<file path="config.mk">
export PLATFORM = sky130hd
export DESIGN_NAME = rpmr_ctrl
export DESIGN_NICKNAME = d
export VERILOG_FILES = /design/src/rtl/core/rpmr_pkg.sv /design/src/rtl/core/rpmr_ctrl.sv
export SDC_FILE = /design/constraint.sdc
export NUM_CORES = 1
export LEC_CHECK = 0
export BUFFER_PORTS_ARGS = -buffer_cell sky130_fd_sc_hd__buf_2
export CORE_ASPECT_RATIO = 1.2
export CORE_UTILIZATION = 35
export CTS_CLUSTER_SIZE = 16
export DETAILED_ROUTE_END_ITERATION = 8
export PLACE_DENSITY = 0.54
export REMOVE_ABC_BUFFERS = 1
export SYNTH_ARGS = -nofsm -noshare
export SYNTH_HDL_FRONTEND = slang
export SYNTH_SLANG_ARGS = --single-unit
</file>
<file path="constraint.sdc">
create_clock -name clk_i -period 1.85 [get_ports clk_i]
set_input_delay 0.2775 -clock clk_i [delete_from_list [all_inputs] [get_ports clk_i]]
set_output_delay 0.2775 -clock clk_i [all_outputs]
set_load 0.01 [all_outputs]
</file>
<file path="src/rtl/core/rpmr_pkg.sv">
// Shared types, widths and codes of the rectangle power map rasterizer.
package rpmr_pkg;

  // Field widths
  localparam int POS_W   = 24;
  localparam int PWR_W   = 32;
  localparam int AREA_W  = 28;
  localparam int IDX_W   = 12;
  localparam int COV_W   = 17;
  localparam int DENS_W  = 32;
  localparam int TOT_W   = 40;
  localparam int CFG_W   = 32;
  localparam int CFGI_W  = 3;
  localparam int GRID_W  = 7;
  localparam int REQ_W   = 2;

  // Internal arithmetic widths
  localparam int XW      = 34;          // cell edge coordinates
  localparam int PROD_W  = 48;          // overlap area and cell area products
  localparam int DVD_W   = 46;          // power shifted up by 14
  localparam int DVS_W   = 28;          // chiplet area
  localparam int GCMP_W  = 9;           // grid size compare width
  localparam int FRAC_SH = 14;          // Q14 shift of the density quotient

  // Constants
  localparam logic [COV_W-1:0]  ONE_Q16  = 17'd65536;
  localparam logic [COV_W-1:0]  BND_MAX  = 17'd65470;
  localparam logic [COV_W-1:0]  COV_CAP  = 17'h1FFFF;
  localparam logic [DVS_W-1:0]  AREA_ONE = 28'd16384;
  localparam logic [TOT_W-1:0]  SAT40    = 40'hFF_FFFF_FFFF;
  localparam logic [DENS_W-1:0] SAT32    = 32'hFFFF_FFFF;

  typedef enum logic [REQ_W-1:0] {
    REQ_ADD    = 2'd0,
    REQ_READ   = 2'd1,
    REQ_TOTALS = 2'd2,
    REQ_CLEAR  = 2'd3
  } req_e;

  typedef enum logic [CFGI_W-1:0] {
    CFG_GRID_COLS = 3'd0,
    CFG_GRID_ROWS = 3'd1,
    CFG_CELL_W    = 3'd2,
    CFG_CELL_H    = 3'd3,
    CFG_INV_AREA  = 3'd4,
    CFG_SI_COND   = 3'd5
  } cfg_idx_e;

  // One grid cell in the store
  typedef struct packed {
    logic [COV_W-1:0]  cov;
    logic [DENS_W-1:0] dens;
    logic              bnd;
    logic              sil;
  } entry_t;

  // Controller to datapath
  typedef struct packed {
    logic accept;
    logic add_start;
    logic rd_start;
    logic clr_start;
    logic clr_step;
    logic scan_issue;
    logic commit;
    logic load_out;
  } cmd_t;

  // Datapath to controller
  typedef struct packed {
    logic clr_last;
    logic scan_last;
    logic div_done;
    logic pipe_busy;
    logic out_free;
  } sts_t;

endpackage

</file>
<file path="src/rtl/core/rpmr_ctrl.sv">
// Controller state machine: sequences clearing, density divide, cell walk and response.
module rpmr_ctrl import rpmr_pkg::*; (
  input  logic             clk_i,
  input  logic             rst_ni,
  input  logic             in_valid_i,
  input  logic [REQ_W-1:0] req_type_i,
  output logic             in_ready_o,
  input  sts_t             sts_i,
  output cmd_t             cmd_o
);

  typedef enum logic [8:0] {
    S_INIT  = 9'b000000001,
    S_IDLE  = 9'b000000010,
    S_CLEAR = 9'b000000100,
    S_DIV   = 9'b000001000,
    S_SCAN  = 9'b000010000,
    S_DRAIN = 9'b000100000,
    S_READ  = 9'b001000000,
    S_RESP  = 9'b010000000,
    S_DONE  = 9'b100000000
  } state_e;

  state_e state_q, state_d;
  logic   accept;

  assign in_ready_o = (state_q == S_IDLE);
  assign accept     = in_valid_i && in_ready_o;

  always_comb begin
    state_d = state_q;
    cmd_o   = '0;
    unique case (state_q)
      // Sweep the store after reset
      S_INIT: begin
        cmd_o.clr_step = 1'b1;
        if (sts_i.clr_last) state_d = S_IDLE;
      end
      // Take a request and dispatch on its type
      S_IDLE: begin
        if (accept) begin
          cmd_o.accept = 1'b1;
          unique case (req_e'(req_type_i))
            REQ_ADD: begin
              cmd_o.add_start = 1'b1;
              state_d = S_DIV;
            end
            REQ_READ: begin
              cmd_o.rd_start = 1'b1;
              state_d = S_READ;
            end
            REQ_TOTALS: state_d = S_RESP;
            REQ_CLEAR: begin
              cmd_o.clr_start = 1'b1;
              state_d = S_CLEAR;
            end
            default: state_d = S_RESP;
          endcase
        end
      end
      S_CLEAR: begin
        cmd_o.clr_step = 1'b1;
        if (sts_i.clr_last) state_d = S_RESP;
      end
      // Wait for the density quotient
      S_DIV: begin
        if (sts_i.div_done) state_d = S_SCAN;
      end
      // Issue one cell per cycle
      S_SCAN: begin
        cmd_o.scan_issue = 1'b1;
        if (sts_i.scan_last) state_d = S_DRAIN;
      end
      S_DRAIN: begin
        if (!sts_i.pipe_busy) begin
          cmd_o.commit = 1'b1;
          state_d = S_RESP;
        end
      end
      S_READ: state_d = S_RESP;
      // Load the result once the output register is free
      S_RESP: begin
        if (sts_i.out_free) begin
          cmd_o.load_out = 1'b1;
          state_d = S_DONE;
        end
      end
      S_DONE: state_d = S_IDLE;
      default: state_d = S_IDLE;
    endcase
  end

  always_ff @(posedge clk_i or negedge rst_ni) begin
    if (!rst_ni) state_q <= S_INIT;
    else         state_q <= state_d;
  end

  // Assertions
  a_idle_pipe_empty: assert property (@(posedge clk_i) disable iff (!rst_ni)
    (state_q == S_IDLE) |-> !sts_i.pipe_busy)
    else $error("cell pipeline busy while idle");

  a_div_done_when_waiting: assert property (@(posedge clk_i) disable iff (!rst_ni)
    sts_i.div_done |-> (state_q == S_DIV))
    else $error("divider finished outside its wait state");

  a_resp_pipe_empty: assert property (@(posedge clk_i) disable iff (!rst_ni)
    (state_q == S_RESP) |-> !sts_i.pipe_busy)
    else $error("response issued before the walk drained");

endmodule
</file>
# Yosys cells after proc, flatten, opt, wreduce, memory -nomap -nowiden
# Index checks and enable logic that the tools add are counted.
# op_classes
n_eq_ne	18
mux	20
reduce_logical	4
# ops
cell	n
one-hot mux 9 bit (8 select lines)	1
two-way mux 9 bit	7
one-hot mux 9 bit (4 select lines)	1
!= test 2 bit (second input constant)	6
== test 9 x 1 -> 1 bit (second input constant)	1
== test 9 x 2 -> 1 bit (second input constant)	1
== test 9 x 3 -> 1 bit (second input constant)	1
== test 9 x 4 -> 1 bit (second input constant)	1
== test 9 x 5 -> 1 bit (second input constant)	1
== test 9 x 6 -> 1 bit (second input constant)	1
== test 9 x 7 -> 1 bit (second input constant)	1
== test 9 x 8 -> 1 bit (second input constant)	1
two-way mux 1 bit	9
two-way mux 4 bit	2
AND reduction 7 bit	1
== test 2 bit (second input constant)	2
== test 2 x 1 -> 1 bit (second input constant)	1
zero test 2 bit	1
!= test 2 x 1 -> 1 bit (second input constant)	1
OR reduction 2 bit	1
logical AND 1 bit	1
# word_totals
ff_bits	9
input_bits	10
output_inout_bits	9
word_cells	43

# Longest topological paths before layout
# Gate-level depths: netlist of the first run.
# depth
word_depth	4
ltp_mapped	6
depth_no_buf	6

# Worst setup path before layout of the first run
# Ideal clock, no wire load.
# synth_timing
path_kind	flip-flop to output port
startpoint	reg state_q[5]
endpoint	out cmd_o[5] (netlist name)
t_arrival_ns	1.715
t_required_ns	1.572
slack_ns	-0.143
path_stages_with_launch	7
path_buffers	0
cell_sequence	dfrtp_1 > or3_4 > nor3_4 > nand4b_4 > inv_1 > nand2_2 > nor3b_1
# synth_rtl
element	line	rtl
start, declared	rpmr_ctrl.sv:24	state_e state_q, state_d;
start signal, assigned	rpmr_ctrl.sv:95	else state_q <= state_d;
end, declared	rpmr_ctrl.sv:9	output cmd_t cmd_o

==> results of run 1 <==
-- through the flow --
step | total power [mW] | instances | hold WS, ps
2_1_floorplan | 0.753 | 72 | -18.1
3_3_place_gp | 1.03 | 118 | 139
3_5_place_dp | 1.03 | 118 | 138
4_1_cts | 1.29 | 126 | 230
5_1_grt | 1.52 | 128 | 233
6_report | 1.40 | 128 | 238
-- Yosys cell counts (all sizes together) (2+ instances only) --
cell	instances	area, um^2
nor4b	2	17.5
inv	4	15.0
nand4b	2	32.5
o21ai	5	25.0
nand2	3	13.8
a21o	2	15.0
and3	2	12.5
nand3	2	10.0
nor2b	3	18.8
nor2	5	18.8
nor3	5	36.3
nor3b	9	67.6
or3	2	17.5
clkbuf	3	11.3
nand3b	3	22.5
o22ai	2	18.8
a21oi	2	10.0
dfrtp	8	200
-- power by group --
part	internal (mW)	switching [mW]	total [mW]
clock	0.0828	0.0641	0.147
sequential	0.241	0.0485	0.290
combinational	0.492	0.472	0.964
-- routing by layer --
layer / vias to the layer above / GRT usage, % / wire [um]
met4: 0 / 7.81 / 23
li1: 349 / - / -
met1: 329 / 23.0 / 795
met3: 2 / 3.24 / 44
met2: 12 / 31.3 / 894
met5: - / 0 / 0
-- path summary, 6_finish.rpt --
path,startpoint,to,slack [ps],depth (start not counted)
setup / recovery,state_q[6],cmd_o[6],-200,7
hold / removal,sts_i[2],state_q[3],240,2
setup reg to reg,state_q[6],state_q[3],100,6
hold reg to reg,state_q[0],state_q[0],530,1
max in group asynchronous,rst_ni,state_q[0],1200,2
min in group asynchronous,rst_ni,state_q[3],400,2
-- cells by family (layout without fill, tap and decap cells) --
group | Yosys count | in the layout | share of synthesized area, %
and+or+nand+nor | 41 | 41 | 42.4
AOI/OAI and AO/OA | 16 | 16 | 16.9
DFF | 9 | 9 | 33.5
buffers and inverters | 8 | 41 | 4.63
xor gates and xnor gates | 2 | 2 | 2.59
-- placed cells by master, fill, tap and decap left out, types with 2 or more instances in the layout --
master    instances
nor2b_1           3
a21o_1            2
nand3_1           2
nor4b_1           2
nand2_1           2
nand3b_1          3
buf_2            16
o21ai_0           4
buf_6             3
nor3_1            3
dfrtp_1           8
clkbuf_4          3
inv_1             2
nor2_2            2
a21oi_1           2
and3_1            2
nor3b_2           3
buf_4            13
nor3b_1           5
nor2_1            3
-- area by class of cell --
class / count / share of cell area [%]
clock buffers: 4 / 2.68
flip-flops and latches: 9 / 23.1
well taps: 19 / 2.42
multi-input cells: 59 / 47.5
repair buffers: 33 / 22.5
inverters: 4 / 1.78
-- worst max-delay path, delay by kind of cell (launching register included) --
family                 cells  cell delay (ps)
buffers and inverters      2              240
flip-flops                 1              380
AND/OR/NAND/NOR            5              900
-- what timing repair did --
action | CTS | global route
pin swaps | 5 | 4
hold endpoints to repair | 8 | 0
setup endpoints to repair | 7 | 12
cloned | 0 | 0
hold buffers | 1 | 0
setup buffers | 4 | 3
resized for setup | 8 | 9
==> flow_metrics.env, run 1 <==
export IMPL_outcome="finished, violations left"
export IMPL_clk_path_buf_depth=2
export IMPL_die_area_um2=2110
export IMPL_vdd_drop_max_mv=0.916
export IMPL_drive_gt1_share_pct=46.8
export IMPL_synth_seq_cells=9
export IMPL_clock_skew_ps=0.291
export IMPL_largest_register_ff_count=9
export IMPL_rsz0062_at_grt="yes"
export IMPL_firstDrtPassIters=2
export IMPL_multi_input_area_um2=467
export IMPL_n_antenna_cell=0
export IMPL_ios=19
export IMPL_max_flop_register="state_q"
export IMPL_power_density_nw_per_um2=1430
export IMPL_syn2layout_area_growth_pct=45.4
export IMPL_cts_max_level=1
export IMPL_path_class="flop to output port"
export IMPL_nNetsFinal=120
export IMPL_fin_tns_setup_ps=-972
export IMPL_core_area_um2=1830
export IMPL_drt_iter0_markers=3
export IMPL_synth_cells=76
export IMPL_cp_required_ps=1570
export IMPL_path_max_fanout=3
export IMPL_worstPathArrival_ps=1780
export IMPL_drc=0
export IMPL_grt_pass1_vias=680
export IMPL_syn_area_per_cell_um2=8.89
export IMPL_largestRegisters="state_q (9)"
export IMPL_violations="negative setup slack"
export IMPL_cp_slowest_cell="or3_4"
export IMPL_crit_chain="or3_4, nor3_4, nand4b_4, inv_4, nand2_4, nor3_2, buf_2"
export IMPL_n_fill_cell=190
export IMPL_hold_viol_final=0
export IMPL_cts_buffers_inserted=3
export IMPL_place_congestion=0.731
export IMPL_drtAntennaViolNets=0
export IMPL_synth_edff_count=0
export IMPL_insertion_delay_ps=250
export IMPL_placementRows=17
export IMPL_wire_per_inst_um=13.7
export IMPL_dp_hpwl_um=1280
export IMPL_root_buffer="clkbuf_4"
export IMPL_yosysWarningCount=0
export IMPL_clk_pin_slew_ps=60
export IMPL_finalWirelength_um=1760
export IMPL_viasPerCell=5.41
export IMPL_grt_max_degree=10
export IMPL_vias=692
export IMPL_syn_cell_area_um2=676
export IMPL_slew_headroom_pct=71.9
export IMPL_setup_violations=9
export IMPL_post_route_util_pct=53.7
export IMPL_grt_ovfl_total=0
export IMPL_worst_pin_slew_ps=416
export IMPL_die_x_um=42.1
export IMPL_port_buffer_count=18
export IMPL_hold_path_class="primary input to flop"
export IMPL_finalWorstSetupSlack_ps=-205
export IMPL_ff_latch_area_um2=226
export IMPL_dp_worst_setup_slack_ps=15.2
export IMPL_cts_tree="yes"
export IMPL_slowest_delay_ps=400
export IMPL_cts_sinks=9
export IMPL_yosysSeqAreaShare_pct=33.5
export IMPL_layout_min_cycle_time_ps=2050
export IMPL_ys_async_sr_fraction_pct=100
export IMPL_critPathLaunchType="flop"
export IMPL_start_util_pct=36.9
export IMPL_grtUsageTotal_pct=18.4
export IMPL_slew_viol_final=0
export IMPL_fin_area_um2=982
export IMPL_cap_viol_max_count=0
export IMPL_chipHeight_um=50.1
export IMPL_fmax_mhz=487
export IMPL_grt_pass1_wl_um=2940
export IMPL_ys_flop_type="dfrtp_1"
export IMPL_synth_cell_type_count=36
export IMPL_end_kind="output port"
export IMPL_finalCritPeriodShare_pct=111
export IMPL_p_leak_nw=0.484
export IMPL_placed_cell_area_um2=841
export IMPL_antenna_found_initial=0
Power figures use the tool's default switching activity.
==> inputs of run 2 (changes only) <==
SKIP_LAST_GASP = 1   (was unset)
==> run 2 against run 1 <==
  * The run still ends with negative setup slack left
  * Die area unchanged
  * Clock power about the same
  * Sequential power about the same
  * Critical path depth unchanged
  * Sequential cell count unchanged
  * First-iteration DRC count unchanged
  * Cell area unchanged
  * Clock-buffer cell count unchanged
  * Critical path type unchanged
  * Cell count unchanged
  * Core utilization unchanged
  * Register-to-register slack about the same
  * Total power unchanged
  * Largest cell class unchanged
==> flow_metrics.env, run 2 (same netlist as run 1, synthesis figures left out) <==
export IMPL_outcome="finished, violations left"
export IMPL_violations="negative setup slack"
export IMPL_grtUsageTotal_pct=18.4
export IMPL_cts_buffers_inserted=3
export IMPL_clk_path_buf_depth=2
export IMPL_fmax_mhz=487
export IMPL_grt_pass1_wl_um=2940
export IMPL_syn2layout_area_growth_pct=45.4
export IMPL_crit_start="state_q[6]"
export IMPL_finalWirelength_um=1760
export IMPL_rsz0062_at_grt="yes"
export IMPL_port_buffer_count=18
export IMPL_n_antenna_cell=0
export IMPL_cts_max_level=1
export IMPL_critPathCapture="cmd_o[6]"
export IMPL_p_leak_nw=0.484
export IMPL_r2r_start="state_q[6]"
export IMPL_clock_skew_ps=0.291
export IMPL_worst_r2r_cell_count=6
export IMPL_ios=19
export IMPL_layout_min_cycle_time_ps=2050
export IMPL_antenna_found_initial=0
export IMPL_drtAntennaViolNets=0
export IMPL_p_sw_share_pct=41.7
export IMPL_combPwrFrac_pct=68.8
export IMPL_final_common_cell="buf_2"
export IMPL_end_kind="output port"
export IMPL_switchingPower_uw=584
export IMPL_finalWorstSetupSlack_ps=-205
export IMPL_mostFrequentLayoutCells="buf_2 (16), buf_4 (13), dfrtp_1 (8), nor3b_1 (5), o21ai_0 (4)"
export IMPL_drt_iter0_markers=3
export IMPL_power_density_nw_per_um2=1430
export IMPL_path_class="flop to output port"
export IMPL_cts_tree="yes"
export IMPL_cp_required_ps=1570
export IMPL_vdd_drop_max_mv=0.916
export IMPL_hold_path_class="primary input to flop"
export IMPL_die_x_um=42.1
export IMPL_insertion_delay_ps=250
export IMPL_nNetsFinal=120
export IMPL_largest_register_ff_count=9
export IMPL_dp_worst_setup_slack_ps=15.2
export IMPL_met3_usage_pct=3.24
export IMPL_whs_path_depth=2
export IMPL_drive_gt1_share_pct=46.8
export IMPL_slew_headroom_pct=71.9
export IMPL_critPathLaunchType="flop"
export IMPL_hold_viol_final=0
export IMPL_finalCritPeriodShare_pct=111
export IMPL_clockPowerShare_pct=10.5
export IMPL_worst_pin_slew_ps=416
export IMPL_viasPerCell=5.41
export IMPL_place_congestion=0.731
export IMPL_p_int_uw=816
export IMPL_setup_violations=9
export IMPL_clk_pin_slew_ps=60
export IMPL_vias=692
export IMPL_start_util_pct=36.9
export IMPL_max_flop_register="state_q"
export IMPL_slew_viol_final=0
export IMPL_firstDrtPassIters=2
export IMPL_met2_usage_pct=31.3
export IMPL_cts_sinks=9
export IMPL_dp_hpwl_um=1280
export IMPL_grt_pass1_vias=680
export IMPL_globalRoute_busiestLayer="met2"
export IMPL_chipHeight_um=50.1
export IMPL_place_inst=118
export IMPL_wire_per_inst_um=13.7
export IMPL_grt_ovfl_total=0
export IMPL_fin_tns_setup_ps=-972
export IMPL_grt_max_degree=10
export IMPL_fin_cells=128
export IMPL_power_frac_seq_pct=20.7
export IMPL_path_max_fanout=3
export IMPL_regToRegEndpoint="state_q[3]"
export IMPL_drc=0
export IMPL_cap_viol_max_count=0
export IMPL_core_area_um2=1830
export IMPL_grt_use_met1_pct=23.0
export IMPL_rrSetupSlack_ps=100
export IMPL_largestRegisters="state_q (9)"
export IMPL_worstPathArrival_ps=1780
export IMPL_die_area_um2=2110
export IMPL_root_buffer="clkbuf_4"
export IMPL_placementRows=17
==> run 2: critical path: stages, from the launching register on <==
cell	delay [ps]
dfrtp_1	380
or3_4	400
nor3_4	170
nand4b_4	140
inv_4	80
nand2_4	50
nor3_2	140
buf_2	160
==> run 2: what timing repair did <==
item,CTS,global route
endpoints found under the setup margin,7,12
hold buffers,1,0
endpoints found under the hold margin,8,0
buffers inserted,4,3
resized for setup,8,9
pin swaps,5,4
==> run 2: area by class of cell <==
| class | instances | area (um^2) |
|---|---|---|
| Timing Repair Buffer | 33 | 221 |
| Tap cell | 19 | 23.8 |
| Clock buffer | 4 | 26.3 |
| Fill cell | 190 | 847 |
| Multi-Input combinational cell | 59 | 467 |
| Inverter | 4 | 17.5 |
| Sequential cell | 9 | 226 |
==> run 2: metal layers <==
layer  share of wire [%]  up-vias
met3                 2.5        2
met4                 1.3        0
met5                   0        -
met1                  45      329
met2                  51       12
li1                    -      349
==> run 2: power groups by stage <==
stage	Sequential [mW]	Clock (mW)	Combinational, mW
floorplan	0.320	0	0.433
global placement	0.287	0	0.741
detailed placement	0.289	0	0.743
CTS	0.284	0.153	0.849
global route	0.297	0.168	1.05
finish	0.290	0.147	0.964
==> run 2: stage by stage <==
| stage | util, % | hold WS (ps) | total power [mW] | cell area (um^2) |
|---|---|---|---|---|
| 2_1_floorplan | - | -18.1 | 0.753 | 659 |
| 3_3_place_gp | 46.0 | 139 | 1.03 | 841 |
| 3_5_place_dp | 46.0 | 138 | 1.03 | 841 |
| 4_1_cts | 50.7 | 230 | 1.29 | 927 |
| 5_1_grt | 53.7 | 233 | 1.52 | 982 |
| 6_report | 53.7 | 238 | 1.40 | 982 |
==> run 2: worst min-delay path by stage <==
stage / start / end / slack, ps
floorplan: rst_ni / state_q[1] / -20
global placement: rst_ni / state_q[3] / 140
detailed placement: rst_ni / state_q[3] / 140
CTS: sts_i[2] / state_q[3] / 230
global route: sts_i[2] / state_q[3] / 230
finish: sts_i[2] / state_q[3] / 240
==> inputs of run 3 (changes only) <==
==> constraint.sdc (replaced) <==
create_clock -name clk_i -period 1.85 [get_ports clk_i]
set_input_delay 0.0925 -clock clk_i [delete_from_list [all_inputs] [get_ports clk_i]]
set_output_delay 0.0925 -clock clk_i [all_outputs]
set_load 0.01 [all_outputs]
==> run 3 against run 2 <==
  * The run still ends with negative setup slack left
  * Register-to-register slack worse by 130 ps
  * Sequential cell count stayed put
  * Routed wire length shrank 7.3%
  * Non-clock buffer count shrank 3
  * First-iteration DRC count grew to 5.0 times the previous value
  * Highest routed layer unchanged
  * Largest cell class unchanged
==> flow_metrics.env, run 3 (same netlist as run 1, synthesis figures left out) <==
export IMPL_outcome="finished, violations left"
export IMPL_violations="negative setup slack"
export IMPL_hp_start="sts_i[2]"
export IMPL_placementRows=17
export IMPL_viasPerCell=5.47
export IMPL_cts_tree="yes"
export IMPL_fin_tns_setup_ps=-67.0
export IMPL_dp_hpwl_um=1210
export IMPL_layout_min_cycle_time_ps=1880
export IMPL_chipHeight_um=50.1
export IMPL_crit_start="state_q[5]"
export IMPL_fmax_mhz=531
export IMPL_mostFrequentLayoutCells="buf_2 (17), buf_4 (11), dfrtp_1 (7), nor3b_1 (6)"
export IMPL_post_route_util_pct=51.0
export IMPL_total_power_mw=1.30
export IMPL_drc=0
export IMPL_root_buffer="clkbuf_4"
export IMPL_cp_required_ps=2040
export IMPL_grtUsageTotal_pct=16.9
export IMPL_max_flop_register="state_q"
export IMPL_drtAntennaViolNets=0
export IMPL_setup_violations=3
export IMPL_wire_per_inst_um=13.0
export IMPL_timing_hold_ws_ps=34.0
export IMPL_n_antenna_cell=0
export IMPL_slew_headroom_pct=74.3
export IMPL_place_congestion=0.736
export IMPL_largest_register_ff_count=9
export IMPL_whs_path_depth=2
export IMPL_grt_ovfl_total=0
export IMPL_firstDrtPassIters=4
export IMPL_power_density_nw_per_um2=1400
export IMPL_cts_max_level=1
export IMPL_end_kind="flop"
export IMPL_worst_r2r_cell_count=7
export IMPL_hold_viol_final=0
export IMPL_clock_skew_ps=2.95
export IMPL_start_util_pct=36.9
export IMPL_antenna_found_initial=0
export IMPL_path_max_fanout=3
export IMPL_r2r_start="state_q[5]"
export IMPL_drive_gt1_share_pct=42.5
export IMPL_path_class="flop to flop"
export IMPL_grt_max_degree=12
export IMPL_final_common_cell="buf_2"
export IMPL_hold_path_class="primary input to flop"
export IMPL_insertion_delay_ps=270
export IMPL_finalWirelength_um=1630
export IMPL_vias=684
export IMPL_clk_pin_slew_ps=60
export IMPL_grt_pass1_vias=603
export IMPL_die_area_um2=2110
export IMPL_core_area_um2=1830
export IMPL_vdd_drop_max_mv=0.772
export IMPL_fin_cells=125
export IMPL_port_buffer_count=18
export IMPL_slew_viol_final=0
export IMPL_die_x_um=42.1
export IMPL_clk_path_buf_depth=2
export IMPL_nNetsFinal=117
export IMPL_cts_buffers_inserted=3
export IMPL_cap_viol_max_count=0
export IMPL_syn2layout_area_growth_pct=38.0
export IMPL_worstPathArrival_ps=2080
export IMPL_p_leak_nw=0.459
export IMPL_critPathLaunchType="flop"
export IMPL_drt_iter0_markers=15
export IMPL_ios=19
export IMPL_finalWorstSetupSlack_ps=-32.8
export IMPL_place_inst=112
export IMPL_largestRegisters="state_q (9)"
export IMPL_rsz0062_at_grt="yes"
export IMPL_cts_sinks=9
export IMPL_grt_pass1_wl_um=2680
export IMPL_worst_pin_slew_ps=385
export IMPL_finalCritPeriodShare_pct=102
==> run 3: cell count changes in the layout (fill, tap and decap cells not counted), sizes merged <==
cell	delta
buf	-3
==> run 3: metrics by stage <==
stage / area, um^2 / setup slack [ps]
4_1_cts: 891 / -66.2
5_1_grt: 932 / -122
3_3_place_gp: 796 / 172
6_report: 932 / -32.8
3_5_place_dp: 796 / 140
2_1_floorplan: 659 / 39.2
==> run 3: report_power, final <==
group          switching [mW]  internal (mW)  leakage [nW]  total, mW
combinational           0.379          0.427         0.326      0.806
clock                  0.0716         0.0833        0.0150      0.155
sequential             0.0999          0.243         0.117      0.343
==> run 3: final timing paths <==
path	to	slack (ps)
max	state_q[3]	-30
min	state_q[3]	30
max reg2reg	state_q[3]	-30
min reg2reg	state_q[0]	530
max in group asynchronous	state_q[0]	1410
min in group asynchronous	state_q[3]	200
==> run 3: metal layers <==
| layer | share of wire [%] | GRT usage (%) | up-vias |
|---|---|---|---|
| met5 | 0 | 0 | - |
| met4 | 2.6 | 9.38 | 0 |
| met3 | 2.5 | 2.16 | 5 |
| met2 | 48 | 27.1 | 19 |
| met1 | 46 | 22.0 | 319 |
| li1 | - | - | 341 |
==> run 3: worst max-delay path, cell delays in order (launching register included) <==
cell and delay (ps):
dfrtp_1 380, or3_4 400, nor3_4 180, nand4b_4 130
buf_4 160, buf_4 130, or3_1 340, o22ai_2 90
==> run 3: layout make-up <==
class / instances / area, um^2
Clock buffer: 4 / 26.3
Tap cell: 19 / 23.8
Fill cell: 174 / 897
Inverter: 4 / 15.0
Multi-Input combinational cell: 59 / 450
Sequential cell: 9 / 228
Timing Repair Buffer: 30 / 189
==> run 3: what timing repair did <==
| item | in CTS | in global routing |
|---|---|---|
| pin swaps | 5 | 3 |
| hold endpoints to repair | 9 | 0 |
| setup buffers | 6 | 2 |
| endpoints found under the setup margin | 4 | 10 |
| resized for setup | 5 | 5 |
| hold buffers | 1 | 0 |
